**config.mk**
```make
export PLATFORM = sky130hd
export DESIGN_NAME = ima_adpcm_wav_block_decoder
export DESIGN_NICKNAME = d
export VERILOG_FILES = /design/src/rtl/imadec_pkg.sv /design/src/rtl/ima_adpcm_wav_block_decoder.sv
export SDC_FILE = /design/constraint.sdc
export NUM_CORES = 1
export LEC_CHECK = 0
export BUFFER_PORTS_ARGS = -buffer_cell sky130_fd_sc_hd__buf_2
export CAP_MARGIN = 0
export CORE_ASPECT_RATIO = 1.1
export CORE_MARGIN = 5
export CORE_UTILIZATION = 40
export DETAILED_ROUTE_END_ITERATION = 7
export HOLD_SLACK_MARGIN = 0.12
export SYNTH_ARGS = -nofsm -noshare
export SYNTH_HDL_FRONTEND = slang
export SYNTH_SLANG_ARGS = --single-unit
```
**constraint.sdc**
```tcl
create_clock -name clk -period 9.9 [get_ports clk]
set_clock_uncertainty 0.2 [all_clocks]
set_input_delay 1.98 -clock clk [delete_from_list [all_inputs] [get_ports clk]]
set_output_delay 1.98 -clock clk [all_outputs]
set_load 0.005 [all_outputs]
```
**src/rtl/imadec_pkg.sv**
```systemverilog
// types, constants and nibble decode function of the ima adpcm block decoder
`default_nettype none

package imadec_pkg;

    localparam int unsigned CFG_IDX_W  = 1;
    localparam int unsigned CFG_DATA_W = 13;

    localparam logic [CFG_IDX_W-1:0] CFG_STEREO_MODE = 1'b0;
    localparam logic [CFG_IDX_W-1:0] CFG_BLOCK_BYTES = 1'b1;

    localparam logic [CFG_DATA_W-1:0] BLOCK_BYTES_RESET = 13'd256;
    localparam int unsigned MIN_BLOCK_BYTES  = 16;
    localparam int unsigned MONO_HDR_BYTES   = 4;
    localparam int unsigned STEREO_HDR_BYTES = 8;

    localparam logic [6:0] STEP_POS_MAX = 7'd88;

    localparam logic signed [17:0] PRED_MIN = -18'sd32768;
    localparam logic signed [17:0] PRED_MAX = 18'sd32767;

    typedef struct packed {
        logic [7:0] data_byte;
        logic       restart;
    } in_word_t;

    typedef struct packed {
        logic signed [15:0] sample_left;
        logic signed [15:0] sample_right;
        logic               last;
    } out_word_t;

    typedef struct packed {
        logic [6:0]         step_pos;
        logic signed [15:0] pred;
    } chan_state_t;

    typedef enum logic [1:0] {
        JOB_HEADER,
        JOB_MONO,
        JOB_STEREO
    } job_kind_t;

    localparam logic [14:0] STEP_TABLE [0:88] = '{
        15'd7,     15'd8,     15'd9,     15'd10,    15'd11,    15'd12,    15'd13,
        15'd14,    15'd16,    15'd17,    15'd19,    15'd21,    15'd23,    15'd25,
        15'd28,    15'd31,    15'd34,    15'd37,    15'd41,    15'd45,    15'd50,
        15'd55,    15'd60,    15'd66,    15'd73,    15'd80,    15'd88,    15'd97,
        15'd107,   15'd118,   15'd130,   15'd143,   15'd157,   15'd173,   15'd190,
        15'd209,   15'd230,   15'd253,   15'd279,   15'd307,   15'd337,   15'd371,
        15'd408,   15'd449,   15'd494,   15'd544,   15'd598,   15'd658,   15'd724,
        15'd796,   15'd876,   15'd963,   15'd1060,  15'd1166,  15'd1282,  15'd1411,
        15'd1552,  15'd1707,  15'd1878,  15'd2066,  15'd2272,  15'd2499,  15'd2749,
        15'd3024,  15'd3327,  15'd3660,  15'd4026,  15'd4428,  15'd4871,  15'd5358,
        15'd5894,  15'd6484,  15'd7132,  15'd7845,  15'd8630,  15'd9493,  15'd10442,
        15'd11487, 15'd12635, 15'd13899, 15'd15289, 15'd16818, 15'd18500, 15'd20350,
        15'd22385, 15'd24623, 15'd27086, 15'd29794, 15'd32767
    };

    localparam logic signed [4:0] INDEX_ADJUST [0:7] = '{
        -5'sd1, -5'sd1, -5'sd1, -5'sd1, 5'sd2, 5'sd4, 5'sd6, 5'sd8
    };

    // one nibble of one channel: new predictor and step position
    function automatic chan_state_t decode_nibble(input chan_state_t s, input logic [3:0] nib);
        chan_state_t      r;
        logic [6:0]       idx;
        logic [14:0]      step;
        logic signed [8:0] ni;
        logic [16:0]      diff;
        logic signed [17:0] p;
        idx  = (s.step_pos > STEP_POS_MAX) ? STEP_POS_MAX : s.step_pos;
        step = STEP_TABLE[idx];
        ni   = $signed({2'b00, idx}) + 9'(INDEX_ADJUST[nib[2:0]]);
        if (ni < 9'sd0)
        begin
            r.step_pos = 7'd0;
        end
        else if (ni > $signed({2'b00, STEP_POS_MAX}))
        begin
            r.step_pos = STEP_POS_MAX;
        end
        else
        begin
            r.step_pos = ni[6:0];
        end
        diff = 17'(step >> 3);
        if (nib[0])
        begin
            diff = diff + 17'(step >> 2);
        end
        if (nib[1])
        begin
            diff = diff + 17'(step >> 1);
        end
        if (nib[2])
        begin
            diff = diff + 17'(step);
        end
        p = 18'(s.pred);
        if (nib[3])
        begin
            p = p - $signed({1'b0, diff});
            if (p < PRED_MIN)
            begin
                p = PRED_MIN;
            end
        end
        else
        begin
            p = p + $signed({1'b0, diff});
            if (p > PRED_MAX)
            begin
                p = PRED_MAX;
            end
        end
        r.pred = p[15:0];
        return r;
    endfunction

endpackage

`default_nettype wire

```
**src/rtl/ima_adpcm_wav_block_decoder.sv**
```systemverilog
// blocked ima adpcm decoder, mono or stereo, one data-chunk byte per input word
//
// Takes the data chunk of a blocked IMA ADPCM stream one byte per input word and
// gives decoded 16-bit samples, one output word per cycle while a byte still has
// words to emit and the output does not stall. Header bytes give no output. A
// mono data byte gives two words (low nibble first, right sample zero). In stereo
// the eighth byte of each 8-byte group gives eight left/right words; a partial
// group at block end is dropped. last marks the final word of a byte. A header,
// mono or group-ending stereo byte is held in one job register (other stereo
// bytes wait in a group buffer) while a single decode stage (one step-table
// lookup and one add with clamp per channel) emits one word per cycle into the
// output register while the output does not stall. The input stalls while a job
// still has words to emit. restart marks the first header byte of a block.
// Write stereo_mode and block_bytes only while no word is in flight.
`default_nettype none

module ima_adpcm_wav_block_decoder
    import imadec_pkg::*;
#(
    parameter int unsigned MAX_BLOCK_BYTES = 4096
)
(
    input  logic                  clk,
    input  logic                  rst_n,
    input  logic                  cfg_write_en,
    input  logic [CFG_IDX_W-1:0]  cfg_index,
    input  logic [CFG_DATA_W-1:0] cfg_data,
    input  logic                  in_valid,
    output logic                  in_stall,
    input  in_word_t              in_word,
    output logic                  out_valid,
    input  logic                  out_stall,
    output out_word_t             out_word
);

    localparam int unsigned POS_W = $clog2(MAX_BLOCK_BYTES);
    localparam int unsigned LEN_W = $clog2(MAX_BLOCK_BYTES + 1);
    localparam int unsigned CMP_W = (LEN_W > CFG_DATA_W) ? LEN_W : CFG_DATA_W;

    localparam logic [1:0] HDR_PRED_LO  = 2'd0;
    localparam logic [1:0] HDR_PRED_HI  = 2'd1;
    localparam logic [1:0] HDR_STEP     = 2'd2;
    localparam logic [1:0] HDR_RESERVED = 2'd3;

    logic                  stereo_mode_reg;
    logic [CFG_DATA_W-1:0] block_bytes_reg;
    logic [POS_W-1:0]      block_pos_reg;
    logic [POS_W-1:0]      block_pos_next;
    logic [7:0]            group_reg [0:6];
    chan_state_t           chan_reg  [0:1];
    chan_state_t           chan_next [0:1];

    logic                  job_valid_reg;
    logic                  job_valid_next;
    job_kind_t             job_kind_reg;
    job_kind_t             job_kind_next;
    logic [31:0]           job_left_reg;
    logic [31:0]           job_left_next;
    logic [31:0]           job_right_reg;
    logic [31:0]           job_right_next;
    logic [2:0]            job_cnt_reg;
    logic [2:0]            job_cnt_next;
    logic                  job_ch_reg;
    logic                  job_ch_next;
    logic [1:0]            job_off_reg;
    logic [1:0]            job_off_next;

    logic                  out_valid_reg;
    logic                  out_valid_next;
    out_word_t             out_word_reg;
    out_word_t             out_word_next;

    logic [CMP_W-1:0]      bb_ext;
    logic [CMP_W-1:0]      len;
    logic [CMP_W-1:0]      pos_ext;
    logic [CMP_W-1:0]      pos_inc;
    logic                  accept;
    logic                  is_hdr;
    logic                  grp_full;
    logic                  group_write;
    logic                  job_load;
    logic                  out_load;
    logic                  frame_last;
    logic                  emit;
    logic                  job_done;
    chan_state_t           dec_left;
    chan_state_t           dec_right;
    logic [6:0]            hdr_step;

    // block position and byte classification
    always_comb
    begin
        bb_ext = CMP_W'(block_bytes_reg);
        if (bb_ext < CMP_W'(MIN_BLOCK_BYTES))
        begin
            len = CMP_W'(MIN_BLOCK_BYTES);
        end
        else if (bb_ext > CMP_W'(MAX_BLOCK_BYTES))
        begin
            len = CMP_W'(MAX_BLOCK_BYTES);
        end
        else
        begin
            len = bb_ext;
        end
        if (in_word.restart || (CMP_W'(block_pos_reg) >= len))
        begin
            pos_ext = '0;
        end
        else
        begin
            pos_ext = CMP_W'(block_pos_reg);
        end
        pos_inc = pos_ext + CMP_W'(1);
        block_pos_next = (pos_inc >= len) ? '0 : pos_inc[POS_W-1:0];
        if (stereo_mode_reg)
        begin
            is_hdr = pos_ext < CMP_W'(STEREO_HDR_BYTES);
        end
        else
        begin
            is_hdr = pos_ext < CMP_W'(MONO_HDR_BYTES);
        end
        grp_full    = pos_ext[2:0] == 3'd7;
        accept      = in_valid && !in_stall;
        group_write = accept && stereo_mode_reg && !is_hdr && !grp_full;
        job_load    = accept && (is_hdr || !stereo_mode_reg || grp_full);
    end

    // decode stage control
    always_comb
    begin
        out_load   = !out_valid_reg || !out_stall;
        frame_last = (job_kind_reg == JOB_MONO) ? (job_cnt_reg == 3'd1) : (job_cnt_reg == 3'd7);
        emit       = job_valid_reg && (job_kind_reg != JOB_HEADER) && out_load;
        job_done   = job_valid_reg && ((job_kind_reg == JOB_HEADER) || (out_load && frame_last));
        in_stall   = job_valid_reg && !job_done;
        dec_left   = decode_nibble(chan_reg[0], job_left_reg[3:0]);
        dec_right  = decode_nibble(chan_reg[1], job_right_reg[3:0]);
        if (job_left_reg[7])
        begin
            hdr_step = 7'd0;
        end
        else if (job_left_reg[6:0] > STEP_POS_MAX)
        begin
            hdr_step = STEP_POS_MAX;
        end
        else
        begin
            hdr_step = job_left_reg[6:0];
        end
    end

    // channel state update
    always_comb
    begin
        chan_next[0] = chan_reg[0];
        chan_next[1] = chan_reg[1];
        if (job_valid_reg && (job_kind_reg == JOB_HEADER))
        begin
            unique case (job_off_reg)
                HDR_PRED_LO:  chan_next[job_ch_reg].pred[7:0]  = job_left_reg[7:0];
                HDR_PRED_HI:  chan_next[job_ch_reg].pred[15:8] = job_left_reg[7:0];
                HDR_STEP:     chan_next[job_ch_reg].step_pos  = hdr_step;
                HDR_RESERVED: chan_next[job_ch_reg] = chan_reg[job_ch_reg];
            endcase
        end
        else if (emit)
        begin
            chan_next[0] = dec_left;
            if (job_kind_reg == JOB_STEREO)
            begin
                chan_next[1] = dec_right;
            end
        end
    end

    // job register and output register
    always_comb
    begin
        job_valid_next = job_valid_reg;
        job_kind_next  = job_kind_reg;
        job_left_next  = job_left_reg;
        job_right_next = job_right_reg;
        job_cnt_next   = job_cnt_reg;
        job_ch_next    = job_ch_reg;
        job_off_next   = job_off_reg;
        if (job_done)
        begin
            job_valid_next = 1'b0;
        end
        else if (emit)
        begin
            job_left_next  = job_left_reg >> 4;
            job_right_next = job_right_reg >> 4;
            job_cnt_next   = job_cnt_reg + 3'd1;
        end
        if (job_load)
        begin
            job_valid_next = 1'b1;
            job_cnt_next   = 3'd0;
            job_ch_next    = stereo_mode_reg && pos_ext[2];
            job_off_next   = pos_ext[1:0];
            job_right_next = {in_word.data_byte, group_reg[6], group_reg[5], group_reg[4]};
            if (is_hdr)
            begin
                job_kind_next = JOB_HEADER;
                job_left_next = {24'd0, in_word.data_byte};
            end
            else if (stereo_mode_reg)
            begin
                job_kind_next = JOB_STEREO;
                job_left_next = {group_reg[3], group_reg[2], group_reg[1], group_reg[0]};
            end
            else
            begin
                job_kind_next = JOB_MONO;
                job_left_next = {24'd0, in_word.data_byte};
            end
        end
        out_valid_next = out_valid_reg;
        out_word_next  = out_word_reg;
        if (emit)
        begin
            out_valid_next             = 1'b1;
            out_word_next.sample_left  = dec_left.pred;
            out_word_next.sample_right = (job_kind_reg == JOB_STEREO) ? dec_right.pred : 16'sd0;
            out_word_next.last         = frame_last;
        end
        else if (!out_stall)
        begin
            out_valid_next = 1'b0;
        end
    end

    always_ff @(posedge clk or negedge rst_n)
    begin
        if (!rst_n)
        begin
            stereo_mode_reg <= 1'b0;
            block_bytes_reg <= BLOCK_BYTES_RESET;
        end
        else if (cfg_write_en)
        begin
            unique case (cfg_index)
                CFG_STEREO_MODE: stereo_mode_reg <= cfg_data[0];
                CFG_BLOCK_BYTES: block_bytes_reg <= cfg_data;
            endcase
        end
    end

    always_ff @(posedge clk or negedge rst_n)
    begin
        if (!rst_n)
        begin
            block_pos_reg <= '0;
            chan_reg[0]   <= '0;
            chan_reg[1]   <= '0;
            job_valid_reg <= 1'b0;
            job_kind_reg  <= JOB_HEADER;
            out_valid_reg <= 1'b0;
        end
        else
        begin
            if (accept)
            begin
                block_pos_reg <= block_pos_next;
            end
            chan_reg[0]   <= chan_next[0];
            chan_reg[1]   <= chan_next[1];
            job_valid_reg <= job_valid_next;
            job_kind_reg  <= job_kind_next;
            out_valid_reg <= out_valid_next;
        end
    end

    // payload registers
    always_ff @(posedge clk)
    begin
        job_left_reg  <= job_left_next;
        job_right_reg <= job_right_next;
        job_cnt_reg   <= job_cnt_next;
        job_ch_reg    <= job_ch_next;
        job_off_reg   <= job_off_next;
        out_word_reg  <= out_word_next;
        if (group_write)
        begin
            group_reg[pos_ext[2:0]] <= in_word.data_byte;
        end
    end

    assign out_valid = out_valid_reg;
    assign out_word  = out_word_reg;

endmodule

`default_nettype wire

```
==> flow_summary.ini <==
[run_status]
status = complete, no violations

[setup_path]
crit_path_end_kind = flip-flop
critPathLaunchType = flip-flop
cpPeakStageDelay_ns = 0.67
cp_data_required_time_ns = 10.12
critical_path.max_fanout = 6
cp_slowest_cell = or4b_4
path_class = reg2reg
crit_arrival_ns = 9.85
cp_common_cell = ha_4

[yosys]
post-synth-top-count-cell = nand2_1
syn_area_sq_mm = 0.0233
synth_cells = 2743
synthFlopType = edfxtp_1
netlist_top_cells_area = edfxtp_1 20%, ha_1 12%, dfrtp_1 8.1%
syn_avg_cell_area_sq_um = 8.49
ys_types = 107
synth-edff-count = 156
ys.warnings.count = 0
synthesis.nets = 2996
synth_seq_cells = 235
yosysTopAreaCellShare_pct = 20.1
async_flop_share_pct = 32.3
ys_seq_area_share_pct = 28.6
ys_top_cells_by_count = 237 x nand2_1, 227 x nor2_1, 215 x ha_1
synth_area_leader_cell = edfxtp_1

[cells_and_area]
drive_above_1_share_pct = 24.6
area.sequential_sq_mm = 0.00665
final_cell_area_sq_mm = 0.0281
nNetsFinal = 3243
syn_to_final_growth_pct = 20.6
nFillCells = 5442
antenna_cells = 0
largest_reg_flops = 56
multiInputGateArea_sq_mm = 0.0163
utilization_pct = 48.9

[grt]
first_global_vias = 21825
grt_overflow = 0
grt_max_degree = 74
antenna_found_initial = 0
grt_usage_pct = 22.8
grt_pass1_wl_um = 119000

[timing]
slew_headroom_pct = 2.23
post-route-min-period_ns = 9.63
hold_violations = 0
rsz0062_at_grt = true
setup_violations = 0
tightest_slew_ns = 1.46
hold_slack_ns = 0.314
slew_violations = 0
min_period_over_period_pct = 97.3
timing.fmax_ghz = 0.104

[clock_network]
cts_tree = yes
hold_buffers = 0
ctsRootBufferMaster = clkbuf_16
clk_latency_ns = 0.54
cts_buffer_depth = 3
clock-sinks = 235
cts_max_level = 1
clk_pin_slew_ns = 0.06
cts_inserted_buffers = 25

[worst_hold_path]
min_path_type = reg2reg

[drt]
antenna_left = 0
maxUsedRoutingLayer = met4
wl_met1_um = 33900
vias_per_cell = 6.01
vias = 22612
drc = 0
routedWlPerCell_um = 20.4
dr.pass1.iters = 7
routed-wl-met3_um = 4020
wirelength_um = 76800
routed-wl-met2_um = 36400
drt_iter0_markers = 1941

[floorplan]
dieHeight_um = 263
initial_core_util_pct = 40.5
dieArea_sq_mm = 0.0631
core_area_sq_mm = 0.0574
die_x_um = 240
rows = 92
io_pins = 63

[placement]
place_hpwl_um = 56100
gp_congestion = 0.986
placed_cell_area_sq_mm = 0.0261
portBuffers = 62

[run]
cap_viol_max_count = 0
## cells by family after synthesis
kind of cell / after synthesis / share of synthesized area [%]
compound gates: 930 / 27.4
xor+xnor: 95 / 3.57
simple gates: 815 / 16.7
fa+ha+maj: 227 / 12.5
flops: 235 / 28.6
mux: 125 / 5.86
buf+inv: 316 / 5.46
## worst max-delay path: cells and delay by family, from the launching register on
kind	cells	cell delay (ns)
buffers and inverters	3	0.22
AND/OR/NAND/NOR	8	2.06
multiplexers	3	0.71
flip-flops	1	0.37
adder cells (fa/ha/maj)	6	1.39
XOR/XNOR	2	0.25
AO/OA/AOI/OAI	22	4.30
## metal layers
| layer | GRT usage [%] | vias to the layer above |
|---|---|---|
| li1 | - | 10735 |
| met1 | 31.3 | 11004 |
| met2 | 38.0 | 717 |
| met3 | 2.19 | 156 |
| met4 | 7.07 | 0 |
| met5 | 0 | - |
## path summary, 6_finish.rpt
path | from | end | slack (ns) | cells past startpoint
worst min-delay path | bb_ext[3]$_DFFE_PN0P_ | bb_ext[3]$_DFFE_PN0P_ | 0.31 | 1
max in group asynchronous | rst_n | chan_reg[45]$_DFFE_PN0P_ | 7.19 | 2
worst min register to register | bb_ext[3]$_DFFE_PN0P_ | bb_ext[3]$_DFFE_PN0P_ | 0.31 | 1
min in group asynchronous | rst_n | block_pos_reg[0]$_DFFE_PN0P_ | 1.03 | 1
worst max-delay path | chan_reg[18]$_DFFE_PN0P_ | chan_reg[5]$_DFFE_PN0P_ | 0.27 | 44
worst max register to register | chan_reg[18]$_DFFE_PN0P_ | chan_reg[5]$_DFFE_PN0P_ | 0.27 | 44
## placed cells by master, fill, tap and decap left out, drive strengths merged, types with 17 or more instances in the layout
| cell type | synthesis | final |
|---|---|---|
| o21a | 31 | 31 |
| nand2 | 237 | 237 |
| a22o | 33 | 33 |
| mux2 | 87 | 87 |
| a31oi | 43 | 43 |
| a21o | 64 | 64 |
| xnor2 | 70 | 70 |
| nor3 | 63 | 63 |
| xor2 | 25 | 25 |
| a211oi | 41 | 41 |
| buf | 51 | 385 |
| o311ai | 19 | 19 |
| or2 | 25 | 25 |
| clkbuf | 117 | 33 |
| dfrtp | 75 | 75 |
| nand3 | 55 | 55 |
| mux2i | 38 | 38 |
| o211ai | 25 | 25 |
| nor2 | 229 | 229 |
| and3 | 21 | 21 |
| a22oi | 20 | 20 |
| nor2b | 41 | 41 |
| a21oi | 200 | 200 |
| o221ai | 20 | 20 |
| ha | 215 | 215 |
| nand2b | 50 | 50 |
| inv | 141 | 143 |
| a221o | 17 | 17 |
| or3 | 25 | 25 |
| edfxtp | 156 | 156 |
| o22ai | 28 | 28 |
| and2 | 21 | 21 |
| nor4 | 21 | 21 |
| o31ai | 26 | 26 |
| o21ai | 212 | 212 |
## cell type report
cell class	count	share of cell area (%)
multi-input cells	2195	58.2
flip-flops and latches	235	23.7
repair buffers	385	9.88
well taps	752	3.35
clock buffers	33	2.44
inverters	148	1.99
clock inverters	13	0.415
## repair_timing
item                                    4_1_cts  5_1_grt
buffers inserted                              2       30
pin swaps                                     2       76
endpoints found under the setup margin       60       64
gates resized for setup                      20      188
gates cloned                                  2        1
## metrics by stage
| stage | TNS, ns | instances | setup WS (ns) |
|---|---|---|---|
| final | 0 | 3761 | 0.268 |
| after global routing | -1.74 | 3761 | -0.185 |
| after CTS | 0 | 3732 | 0.00258 |
| after detailed placement | -9.00 | 3682 | -0.336 |
| after global placement | -2.02 | 3682 | -0.192 |
| after floorplan | 0 | 2743 | 0.0114 |
Power is left out: the tool's default activity adds up to more than one toggle a clock period on the data nets, which glitch-free logic cannot reach.
